### src/hw/rtl/hlcd_pkg.sv
// ----------------------------------------------------------------------------
// hlcd_pkg
// shared types and constants of the header / length / checksum deframer
// ----------------------------------------------------------------------------
package hlcd_pkg;

    localparam int MAX_PAYLOAD_DEF = 64;   // default payload capacity
    localparam int BYTE_W          = 8;
    localparam int LEN_W           = 7;    // payload length field
    localparam int APB_AW          = 3;    // one 32-bit register at byte 0
    localparam int APB_DW          = 32;

    localparam logic [BYTE_W-1:0] HEADER_RESET = 8'hAA;

    // register word index (paddr bit above the byte offset)
    localparam logic REG_HEADER = 1'b0;

    // receive phase of the front parser
    typedef enum logic [1:0] {
        PH_HEADER = 2'd0,
        PH_LENGTH = 2'd1,
        PH_DATA   = 2'd2,
        PH_CHECK  = 2'd3
    } phase_t;

    // emitter state of the back end
    typedef enum logic {
        BK_IDLE = 1'b0,
        BK_SHOW = 1'b1
    } back_state_t;

    // one validated frame waiting to be emitted
    typedef struct packed {
        logic             bank;
        logic [LEN_W-1:0] len;
    } desc_t;

    // queue status seen by front and back
    typedef struct packed {
        logic  full;
        logic  empty;
        desc_t head;
    } queue_status_t;

endpackage

### src/hw/rtl/hlcd_ifs.sv
// ----------------------------------------------------------------------------
// hlcd channel interfaces
// valid / ready channels for received bytes and emitted payload words
// ----------------------------------------------------------------------------
interface hlcd_rx_if;
    logic                         valid;
    logic                         ready;
    logic [hlcd_pkg::BYTE_W-1:0]  rx_byte;

    modport source (output valid, output rx_byte, input ready);
    modport sink   (input valid, input rx_byte, output ready);
endinterface

interface hlcd_pl_if;
    logic                         valid;
    logic                         ready;
    logic [hlcd_pkg::BYTE_W-1:0]  payload_byte;
    logic [hlcd_pkg::LEN_W-1:0]   payload_length;
    logic                         is_last;

    modport source (output valid, output payload_byte, output payload_length,
                    output is_last, input ready);
    modport sink   (input valid, input payload_byte, input payload_length,
                    input is_last, output ready);
endinterface

### src/hw/rtl/hlcd_ram.sv
// ----------------------------------------------------------------------------
// hlcd_ram
// generic simple dual-port ram, one write port, one registered read port
// ----------------------------------------------------------------------------
module hlcd_ram #(
    parameter int WIDTH = 8,
    parameter int DEPTH = 128
) (
    input  logic                                  clk,
    input  logic                                  we,
    input  logic [(DEPTH > 1 ? $clog2(DEPTH) : 1)-1:0] waddr,
    input  logic [WIDTH-1:0]                      wdata,
    input  logic                                  re,
    input  logic [(DEPTH > 1 ? $clog2(DEPTH) : 1)-1:0] raddr,
    output logic [WIDTH-1:0]                      rdata
);

    logic [WIDTH-1:0] mem_reg [DEPTH];
    logic [WIDTH-1:0] rdata_reg;

    always_ff @(posedge clk)
    begin
        if (we)
        begin
            mem_reg[waddr] <= wdata;
        end
        if (re)
        begin
            rdata_reg <= mem_reg[raddr];
        end
    end

    assign rdata = rdata_reg;

endmodule

### src/hw/rtl/hlcd_front.sv
// ----------------------------------------------------------------------------
// hlcd_front
// frame parser: header hunt, length check, payload store and sum-8 check
// ----------------------------------------------------------------------------
module hlcd_front #(
    parameter int MAX_PAYLOAD = hlcd_pkg::MAX_PAYLOAD_DEF
) (
    input  logic                                  clk,
    input  logic                                  rst_n,
    hlcd_rx_if.sink                               rx,
    input  logic [hlcd_pkg::BYTE_W-1:0]           header,
    input  hlcd_pkg::queue_status_t               qstat,
    output logic                                  push,
    output hlcd_pkg::desc_t                       push_desc,
    output logic                                  ram_we,
    output logic [(MAX_PAYLOAD > 1 ? $clog2(MAX_PAYLOAD) : 1):0] ram_waddr,
    output logic [hlcd_pkg::BYTE_W-1:0]           ram_wdata
);

    localparam int IDX_W = (MAX_PAYLOAD > 1) ? $clog2(MAX_PAYLOAD) : 1;
    localparam logic [hlcd_pkg::BYTE_W-1:0] MAX_B = hlcd_pkg::BYTE_W'(MAX_PAYLOAD);

    hlcd_pkg::phase_t                   phase_reg, phase_next;
    logic [hlcd_pkg::LEN_W-1:0]         len_reg, len_next;
    logic [hlcd_pkg::LEN_W-1:0]         idx_reg, idx_next;
    logic [hlcd_pkg::BYTE_W-1:0]        sum_reg, sum_next;
    logic                               bank_reg, bank_next;
    logic                               accept;
    logic [hlcd_pkg::LEN_W-1:0]         idx_inc;
    logic                               sum_match;

    assign accept    = rx.valid & rx.ready;
    assign idx_inc   = idx_reg + hlcd_pkg::LEN_W'(1);
    assign sum_match = (rx.rx_byte == sum_reg) && (len_reg != '0);

    // next phase
    always_comb
    begin
        phase_next = phase_reg;
        if (accept)
        begin
            case (phase_reg)
                hlcd_pkg::PH_HEADER:
                begin
                    if (rx.rx_byte == header)
                    begin
                        phase_next = hlcd_pkg::PH_LENGTH;
                    end
                end
                hlcd_pkg::PH_LENGTH:
                begin
                    if (rx.rx_byte > MAX_B)
                    begin
                        phase_next = hlcd_pkg::PH_HEADER;
                    end
                    else if (rx.rx_byte == '0)
                    begin
                        phase_next = hlcd_pkg::PH_CHECK;
                    end
                    else
                    begin
                        phase_next = hlcd_pkg::PH_DATA;
                    end
                end
                hlcd_pkg::PH_DATA:
                begin
                    if (idx_inc >= len_reg)
                    begin
                        phase_next = hlcd_pkg::PH_CHECK;
                    end
                end
                hlcd_pkg::PH_CHECK:
                begin
                    phase_next = hlcd_pkg::PH_HEADER;
                end
                default:
                begin
                    phase_next = hlcd_pkg::PH_HEADER;
                end
            endcase
        end
    end

    // outputs: stall payload bytes while both banks are taken
    always_comb
    begin
        rx.ready  = 1'b1;
        ram_we    = 1'b0;
        push      = 1'b0;
        case (phase_reg)
            hlcd_pkg::PH_DATA:
            begin
                rx.ready = ~qstat.full;
                ram_we   = accept;
            end
            hlcd_pkg::PH_CHECK:
            begin
                push = accept & sum_match;
            end
            default:
            begin
                rx.ready = 1'b1;
            end
        endcase
    end

    assign ram_waddr      = {bank_reg, idx_reg[IDX_W-1:0]};
    assign ram_wdata      = rx.rx_byte;
    assign push_desc.bank = bank_reg;
    assign push_desc.len  = len_reg;

    // frame datapath
    always_comb
    begin
        len_next  = len_reg;
        idx_next  = idx_reg;
        sum_next  = sum_reg;
        bank_next = bank_reg;
        if (accept && (phase_reg == hlcd_pkg::PH_LENGTH))
        begin
            idx_next = '0;
            sum_next = '0;
            len_next = (rx.rx_byte > MAX_B) ? '0 : rx.rx_byte[hlcd_pkg::LEN_W-1:0];
        end
        else if (accept && (phase_reg == hlcd_pkg::PH_DATA))
        begin
            idx_next = idx_inc;
            sum_next = sum_reg + rx.rx_byte;
        end
        if (push)
        begin
            bank_next = ~bank_reg;
        end
    end

    always_ff @(posedge clk or negedge rst_n)
    begin
        if (!rst_n)
        begin
            phase_reg <= hlcd_pkg::PH_HEADER;
            len_reg   <= '0;
            idx_reg   <= '0;
            sum_reg   <= '0;
            bank_reg  <= 1'b0;
        end
        else
        begin
            phase_reg <= phase_next;
            len_reg   <= len_next;
            idx_reg   <= idx_next;
            sum_reg   <= sum_next;
            bank_reg  <= bank_next;
        end
    end

endmodule

### src/hw/rtl/hlcd_desc_fifo.sv
// ----------------------------------------------------------------------------
// hlcd_desc_fifo
// two-entry queue of validated frames; head is released after its last word
// ----------------------------------------------------------------------------
module hlcd_desc_fifo (
    input  logic                     clk,
    input  logic                     rst_n,
    input  logic                     push,
    input  hlcd_pkg::desc_t          push_desc,
    input  logic                     pop,
    output hlcd_pkg::queue_status_t  qstat
);

    hlcd_pkg::desc_t entry_reg [2];
    logic            wptr_reg, wptr_next;
    logic            rptr_reg, rptr_next;
    logic [1:0]      count_reg, count_next;

    always_comb
    begin
        wptr_next  = wptr_reg ^ push;
        rptr_next  = rptr_reg ^ pop;
        count_next = count_reg + {1'b0, push} - {1'b0, pop};
    end

    always_ff @(posedge clk)
    begin
        if (push)
        begin
            entry_reg[wptr_reg] <= push_desc;
        end
    end

    always_ff @(posedge clk or negedge rst_n)
    begin
        if (!rst_n)
        begin
            wptr_reg  <= 1'b0;
            rptr_reg  <= 1'b0;
            count_reg <= '0;
        end
        else
        begin
            wptr_reg  <= wptr_next;
            rptr_reg  <= rptr_next;
            count_reg <= count_next;
        end
    end

    assign qstat.full  = count_reg[1];
    assign qstat.empty = (count_reg == '0);
    assign qstat.head  = entry_reg[rptr_reg];

endmodule

### src/hw/rtl/hlcd_back.sv
// ----------------------------------------------------------------------------
// hlcd_back
// payload emitter: reads a queued frame from its bank and sends it word by word
// ----------------------------------------------------------------------------
module hlcd_back #(
    parameter int MAX_PAYLOAD = hlcd_pkg::MAX_PAYLOAD_DEF
) (
    input  logic                                  clk,
    input  logic                                  rst_n,
    input  hlcd_pkg::queue_status_t               qstat,
    output logic                                  pop,
    output logic                                  ram_re,
    output logic [(MAX_PAYLOAD > 1 ? $clog2(MAX_PAYLOAD) : 1):0] ram_raddr,
    input  logic [hlcd_pkg::BYTE_W-1:0]           ram_rdata,
    hlcd_pl_if.source                             pl
);

    localparam int IDX_W = (MAX_PAYLOAD > 1) ? $clog2(MAX_PAYLOAD) : 1;

    hlcd_pkg::back_state_t           state_reg, state_next;
    logic [hlcd_pkg::LEN_W-1:0]      idx_reg, idx_next;
    logic [hlcd_pkg::LEN_W-1:0]      idx_inc;
    logic                            last;
    logic                            sent;

    assign idx_inc = idx_reg + hlcd_pkg::LEN_W'(1);
    assign last    = (idx_reg == (qstat.head.len - hlcd_pkg::LEN_W'(1)));
    assign sent    = pl.valid & pl.ready;

    // next state
    always_comb
    begin
        state_next = state_reg;
        case (state_reg)
            hlcd_pkg::BK_IDLE:
            begin
                if (!qstat.empty)
                begin
                    state_next = hlcd_pkg::BK_SHOW;
                end
            end
            hlcd_pkg::BK_SHOW:
            begin
                if (sent && last)
                begin
                    state_next = hlcd_pkg::BK_IDLE;
                end
            end
            default:
            begin
                state_next = hlcd_pkg::BK_IDLE;
            end
        endcase
    end

    // outputs; the read issued with a handshake lands in the ram output
    // register at the same edge, so words can follow back to back
    always_comb
    begin
        pl.valid  = 1'b0;
        pop       = 1'b0;
        ram_re    = 1'b0;
        idx_next  = idx_reg;
        ram_raddr = {qstat.head.bank, idx_reg[IDX_W-1:0]};
        case (state_reg)
            hlcd_pkg::BK_IDLE:
            begin
                if (!qstat.empty)
                begin
                    ram_re    = 1'b1;
                    ram_raddr = {qstat.head.bank, {IDX_W{1'b0}}};
                    idx_next  = '0;
                end
            end
            hlcd_pkg::BK_SHOW:
            begin
                pl.valid = 1'b1;
                if (sent)
                begin
                    if (last)
                    begin
                        pop = 1'b1;
                    end
                    else
                    begin
                        ram_re    = 1'b1;
                        ram_raddr = {qstat.head.bank, idx_inc[IDX_W-1:0]};
                        idx_next  = idx_inc;
                    end
                end
            end
            default:
            begin
                pl.valid = 1'b0;
            end
        endcase
    end

    assign pl.payload_byte   = ram_rdata;
    assign pl.payload_length = qstat.head.len;
    assign pl.is_last        = last;

    always_ff @(posedge clk or negedge rst_n)
    begin
        if (!rst_n)
        begin
            state_reg <= hlcd_pkg::BK_IDLE;
            idx_reg   <= '0;
        end
        else
        begin
            state_reg <= state_next;
            idx_reg   <= idx_next;
        end
    end

endmodule

### src/hw/rtl/header_length_checksum_deframer.sv
// ----------------------------------------------------------------------------
// header_length_checksum_deframer
// receives header / length / payload / sum-8 frames and emits checked payloads
// ----------------------------------------------------------------------------
//   channel   dir   handshake        word contents
//   rx        in    valid / ready    rx_byte
//   payload   out   valid / ready    payload_byte, payload_length, is_last
//   apb       in    psel / penable   header_byte register at byte address 0
//
// one received word is taken per cycle; payload words stall only while both
//   payload banks still hold frames that wait to be sent
// a checked frame is queued after its checksum word; the emitter reads its first
//   word from its bank, then sends one word per cycle while payload ready is high
// reset is asynchronous; it clears phase, counters and queue and sets header to 0xAA
// stalls on the payload side never block header, length or checksum words
// ----------------------------------------------------------------------------
module header_length_checksum_deframer #(
    parameter int MAX_PAYLOAD = hlcd_pkg::MAX_PAYLOAD_DEF
) (
    input  logic                          clk,
    input  logic                          rst_n,
    hlcd_rx_if.sink                       rx,
    hlcd_pl_if.source                     payload,
    input  logic                          psel,
    input  logic                          penable,
    input  logic                          pwrite,
    input  logic [hlcd_pkg::APB_AW-1:0]   paddr,
    input  logic [hlcd_pkg::APB_DW-1:0]   pwdata,
    output logic [hlcd_pkg::APB_DW-1:0]   prdata,
    output logic                          pready
);

    // payload index width and two-bank ram size
    localparam int IDX_W     = (MAX_PAYLOAD > 1) ? $clog2(MAX_PAYLOAD) : 1;
    localparam int RAM_DEPTH = 2 * (2 ** IDX_W);

    // configuration register
    logic [hlcd_pkg::BYTE_W-1:0] header_reg, header_next;
    logic                        cfg_write;
    logic                        reg_sel;

    // front to back plumbing
    hlcd_pkg::queue_status_t     qstat;
    hlcd_pkg::desc_t             push_desc;
    logic                        push;
    logic                        pop;
    logic                        ram_we;
    logic [IDX_W:0]              ram_waddr;
    logic [hlcd_pkg::BYTE_W-1:0] ram_wdata;
    logic                        ram_re;
    logic [IDX_W:0]              ram_raddr;
    logic [hlcd_pkg::BYTE_W-1:0] ram_rdata;

    // apb: zero wait state, word index sits above the byte offset
    assign pready    = 1'b1;
    assign reg_sel   = paddr[hlcd_pkg::APB_AW-1];
    assign cfg_write = psel & penable & pwrite & pready & (reg_sel == hlcd_pkg::REG_HEADER);

    always_comb
    begin
        header_next = header_reg;
        if (cfg_write)
        begin
            header_next = pwdata[hlcd_pkg::BYTE_W-1:0];
        end
    end

    always_comb
    begin
        prdata = '0;
        if (reg_sel == hlcd_pkg::REG_HEADER)
        begin
            prdata = {{(hlcd_pkg::APB_DW - hlcd_pkg::BYTE_W){1'b0}}, header_reg};
        end
    end

    always_ff @(posedge clk or negedge rst_n)
    begin
        if (!rst_n)
        begin
            header_reg <= hlcd_pkg::HEADER_RESET;
        end
        else
        begin
            header_reg <= header_next;
        end
    end

    // parser: writes payload into the free bank, queues checked frames
    hlcd_front #(
        .MAX_PAYLOAD (MAX_PAYLOAD)
    ) u_front (
        .clk       (clk),
        .rst_n     (rst_n),
        .rx        (rx),
        .header    (header_reg),
        .qstat     (qstat),
        .push      (push),
        .push_desc (push_desc),
        .ram_we    (ram_we),
        .ram_waddr (ram_waddr),
        .ram_wdata (ram_wdata)
    );

    // frame queue; its occupancy is also the number of banks in use
    hlcd_desc_fifo u_fifo (
        .clk       (clk),
        .rst_n     (rst_n),
        .push      (push),
        .push_desc (push_desc),
        .pop       (pop),
        .qstat     (qstat)
    );

    // payload store, one bank per queued frame
    hlcd_ram #(
        .WIDTH (hlcd_pkg::BYTE_W),
        .DEPTH (RAM_DEPTH)
    ) u_ram (
        .clk   (clk),
        .we    (ram_we),
        .waddr (ram_waddr),
        .wdata (ram_wdata),
        .re    (ram_re),
        .raddr (ram_raddr),
        .rdata (ram_rdata)
    );

    // emitter
    hlcd_back #(
        .MAX_PAYLOAD (MAX_PAYLOAD)
    ) u_back (
        .clk       (clk),
        .rst_n     (rst_n),
        .qstat     (qstat),
        .pop       (pop),
        .ram_re    (ram_re),
        .ram_raddr (ram_raddr),
        .ram_rdata (ram_rdata),
        .pl        (payload)
    );

endmodule
### src/flat_wrapper.sv
// flat-port wrapper written by rule: the top's interface ports become plain ports
module header_length_checksum_deframer_flat 
#(
    parameter int MAX_PAYLOAD = hlcd_pkg::MAX_PAYLOAD_DEF
)
  (clk, rst_n, psel, penable, pwrite, paddr, pwdata, prdata, pready, rx_valid, rx_rx_byte, rx_ready, payload_valid, payload_payload_byte, payload_payload_length, payload_is_last, payload_ready);
  hlcd_rx_if rx_i ();
  hlcd_pl_if payload_i ();
  input  logic clk;
  input  logic rst_n;
  input  logic psel;
  input  logic penable;
  input  logic pwrite;
  input  logic [hlcd_pkg::APB_AW-1:0] paddr;
  input  logic [hlcd_pkg::APB_DW-1:0] pwdata;
  output logic [hlcd_pkg::APB_DW-1:0] prdata;
  output logic pready;
  input wire logic [$bits(rx_i.valid)-1:0] rx_valid;
  input wire logic [$bits(rx_i.rx_byte)-1:0] rx_rx_byte;
  output wire logic [$bits(rx_i.ready)-1:0] rx_ready;
  output wire logic [$bits(payload_i.valid)-1:0] payload_valid;
  output wire logic [$bits(payload_i.payload_byte)-1:0] payload_payload_byte;
  output wire logic [$bits(payload_i.payload_length)-1:0] payload_payload_length;
  output wire logic [$bits(payload_i.is_last)-1:0] payload_is_last;
  input wire logic [$bits(payload_i.ready)-1:0] payload_ready;
  assign rx_i.valid = rx_valid;
  assign rx_i.rx_byte = rx_rx_byte;
  assign rx_ready = rx_i.ready;
  assign payload_valid = payload_i.valid;
  assign payload_payload_byte = payload_i.payload_byte;
  assign payload_payload_length = payload_i.payload_length;
  assign payload_is_last = payload_i.is_last;
  assign payload_i.ready = payload_ready;
  header_length_checksum_deframer #(.MAX_PAYLOAD(MAX_PAYLOAD)) u_core (.clk(clk), .rst_n(rst_n), .rx(rx_i), .payload(payload_i), .psel(psel), .penable(penable), .pwrite(pwrite), .paddr(paddr), .pwdata(pwdata), .prdata(prdata), .pready(pready));
endmodule
### config.mk
export PLATFORM = sky130hd
export DESIGN_NAME = header_length_checksum_deframer_flat
export DESIGN_NICKNAME = d
export VERILOG_FILES = /design/src/hw/rtl/hlcd_pkg.sv /design/src/hw/rtl/hlcd_ifs.sv /design/src/hw/rtl/hlcd_ram.sv /design/src/hw/rtl/hlcd_front.sv /design/src/hw/rtl/hlcd_desc_fifo.sv /design/src/hw/rtl/hlcd_back.sv /design/src/hw/rtl/header_length_checksum_deframer.sv /design/src/flat_wrapper.sv
export SDC_FILE = /design/constraint.sdc
export NUM_CORES = 2
export LEC_CHECK = 0
export ABC_AREA = 1
export BUFFER_PORTS_ARGS = -buffer_cell sky130_fd_sc_hd__clkbuf_2
export CAP_MARGIN = 5
export CORE_UTILIZATION = 45
export CTS_CLUSTER_SIZE = 16
export DETAILED_ROUTE_END_ITERATION = 6
export SLEW_MARGIN = 0
export SYNTH_ARGS = -nofsm -noshare
export SYNTH_HDL_FRONTEND = slang
export SYNTH_SLANG_ARGS = --single-unit
### constraint.sdc
create_clock -name clk -period 8.4 [get_ports clk]
set_clock_uncertainty 0.15 [all_clocks]
set_input_delay 0.42 -clock clk [delete_from_list [all_inputs] [get_ports clk]]
set_output_delay 0.42 -clock clk [all_outputs]
set_load 0.005 [all_outputs]
==> impl_metrics.yaml <==
floorplanning:
  core_area_sq_um: 102000
  row_count: 117
  dieArea_sq_um: 105000
  ios: 101
  die_y_um: 324
  dieWidth_um: 324
  initial_core_util: 0.456
final_layout:
  diodes: 0
  drive_gt1_frac: 0.0712
  fin_nets: 4008
  largest_reg_flops: 1024
  area_delta_synth_final_pct: 9.33
worst_setup_path:
  endpoint_kind: "flop"
  cp_data_arrival_time_ps: 6610
  worst_ep_required_time_ps: 8810
  cp_max_fo: 96
  crit_type: "reg2reg"
  worstSetupStartpointType: "flop"
grt:
  grt_pass1_vias: 29002
  grt_overflow: 0
  grt_max_degree: 205
  grt_pass1_wl_um: 182000
  track_usage: 0.232
  antenna_found_initial: 3
place:
  dpl_worst_slack_ps: 2290
  port_buffers: 49
  hpwl_um: 66200
  place_congestion: 0.853
route:
  antenna_left: 0
  dr.first_iter.drc_count: 3222
  totalWireLength_um: 122000
  first_pass_iters: 5
  drc: 0
  viasPerCell: 5.68
  wire_per_inst_um: 22.7
  num_vias: 30658
pwr:
  finalPower_uw: 14200
  p_per_area_nw_per_um2: 278
  vdd_drop_max_mv: 0.229
  p_leak_uw: 0.0180
logic_synthesis:
  synth_area_sq_um: 46600
  yosysSeqAreaShare: 0.699
  synth_warnings: 0
  synth.distinct_cells: 43
  syn_inst: 4003
  synth.avg_cell_area_sq_um: 11.6
  synth-seq-cells: 1093
timing:
  slew_viol_final: 0
  timing.final.ws_setup_ps: 2200
  hold_slack_ps: 10.6
  fmax_mhz: 161
  setup_violations: 0
  relSlewSlack: 0.141
  hold_violations: 0
  min_period_over_period: 0.738
  setup_tns_ps: 0
  fin_crit_ps: 6200
  rsz0062_at_grt: "no"
  tightest_slew_ps: 1290
cts:
  cts_buffer_depth: 3
  numCtsBuffers: 113
  cts_tree: "built"
  post_cts_resized: 0
  cts_hold_buf: 11
  cts_root_buffer: "clkbuf_16"
  clkLatencyLatePin_ps: 700
  clock-sinks: 1093
  htreeDepth: 3
  clkSlewWorstSetupHoldPaths_ps: 60
  post_cts_buffers: 0
status:
  status: "finished, final reports clean"
run:
  cap_violations: 0
worst_hold_path:
  min_path_type: "in2reg"
## where the power goes
| part | total (uW) | internal [uW] | switching (uW) | leakage [uW] |
|---|---|---|---|---|
| logic | 3230 | 848 | 2380 | 0.00634 |
| clock network | 4860 | 2790 | 2070 | 0.00174 |
| registers | 6080 | 6030 | 50.3 | 0.00987 |
| total | 14200 | 9660 | 4500 | 0.0180 |
## cell usage after synthesis (all sizes together)
cell	instances	share of area
xor2	16	0.0030
nor3	6	0.00064
clkinv	1	0.000080
dfstp	4	0.0023
ha	21	0.0056
o22ai	5	0.00067
nand3	1466	0.16
nor4	3	0.00040
a21oi	18	0.0019
inv	93	0.0075
a211oi	2	0.00032
clkbuf	31	0.0025
fa	1	0.00043
xnor2	2	0.00038
nand2	738	0.061
nand3b	1	0.00016
and2	1	0.00013
o21ai	24	0.0029
conb	2	0.00016
nand4	5	0.00067
o21bai	1	0.00016
o31ai	3	0.00048
a41oi	1	0.00019
a32o	1	0.00021
or2	2	0.00027
buf	282	0.038
nor2	181	0.015
edfxtp	1048	0.67
dfrtp	41	0.022
o21a	3	0.00048
## placed cells by master (no fill, tap or decap), types with 2 or more instances in the layout
cell           netlist  final
inv_4                1      2
a21oi_1             18     18
clkbuf_2             0     41
nor3_1               6      6
dlygate4sd3_1        0     11
nand2_4              4      2
nand3_1           1464   1462
dfstp_2              4      4
inv_6                0      4
o21ai_0             19     19
nand2_2              9      8
o21ai_4              0      3
nor2_1             177    177
xor2_1              16     16
edfxtp_1          1048   1048
nand3_2              1      3
ha_1                21     21
clkinv_8             0      4
nor2_2               4      4
o31ai_1              3      3
or2_2                2      2
nand2_8              1      4
clkbuf_16            0    114
conb_1               2     25
nand2_1            724    724
o22ai_1              5      5
nor4_1               3      3
bufinv_16            0     10
nand4_1              5      5
clkinv_1             1     34
a211oi_1             2      2
inv_2                6      2
o21a_1               3      3
inv_1               86     86
dfrtp_1             41     41
xnor2_1              2      2
buf_4               71     50
buf_12               0      5
clkinv_2             0     20
clkbuf_1            31     26
## cell families (layout without fill, tap and decap cells)
family / count (synthesis) / count (layout) / synth area share
simple gates: 2403 / 2403 / 0.236
other cells: 2 / 25 / 0.000161
xor+xnor: 18 / 18 / 0.00338
compound gates: 58 / 58 / 0.00735
flops: 1093 / 1093 / 0.699
buf+inv: 407 / 412 / 0.0483
fa+ha+maj: 22 / 22 / 0.00606
## per-stage QoR
stage	util	cell area (sq um)	instances
after floorplan	-	46700	4026
after global placement	0.463	47300	5178
after detailed placement	0.463	47300	5178
after CTS	0.499	51000	5399
after global routing	0.499	51000	5399
final	0.499	51000	5399
## critical path, stage by stage, from the launching register on
cell      delay (ps)
dfrtp_1          580
inv_4            230
nand2_1           80
nand2_2          130
ha_1             230
nand3_1          100
nor2_2           130
nand2_1           60
nand2_1           50
nand2_1           50
nand2_1           70
nor2_2            50
nand2_4          140
nand2_8          100
nand2_8          510
nand2_8          580
clkinv_2         460
buf_4            820
nand2_1          120
nand3_1          130
nand3_1          100
nand3_1          140
nand3_1          170
nand3_1          220
nand3_1          260
nand2_1          140
## final timing paths
path / startpoint / end / slack [ps] / depth (start not counted)
max: u_core.u_fifo.rptr_reg / u_core.u_ram.rdata[0] / 2200 / 25
min in group asynchronous: rst_n / u_core.header_reg[6] / 230 / 3
max in group asynchronous: rst_n / u_core.u_front.len_reg[2] / 7420 / 3
max reg2reg: u_core.u_fifo.rptr_reg / u_core.u_ram.rdata[0] / 2200 / 25
min: rx_rx_byte[1] / u_core.u_front.len_reg[1] / 10 / 3
min reg2reg: u_core.u_front.len_reg[5] / u_core.u_fifo.entry_reg[0][5] / 340 / 0
## final cells by class
class	instances	area (sq um)
clock inverter	70	617
timing repair buffer	108	802
sequential	1093	32600
tap	1368	1710
inverter	94	373
multi-input combinational	2526	11900
fill	8949	51200
clock buffer	140	2950
## layer usage
| layer | up-vias | global-route usage | routed length, um |
|---|---|---|---|
| met2 | 1230 | 0.368 | 58100 |
| met4 | 2 | 0.0783 | 3780 |
| met5 | - | 0 | 13 |
| met3 | 213 | 0.0335 | 8860 |
| li1 | 14251 | - | - |
| met1 | 14962 | 0.328 | 51600 |
No activity file was read; power rests on OpenSTA's default activity.
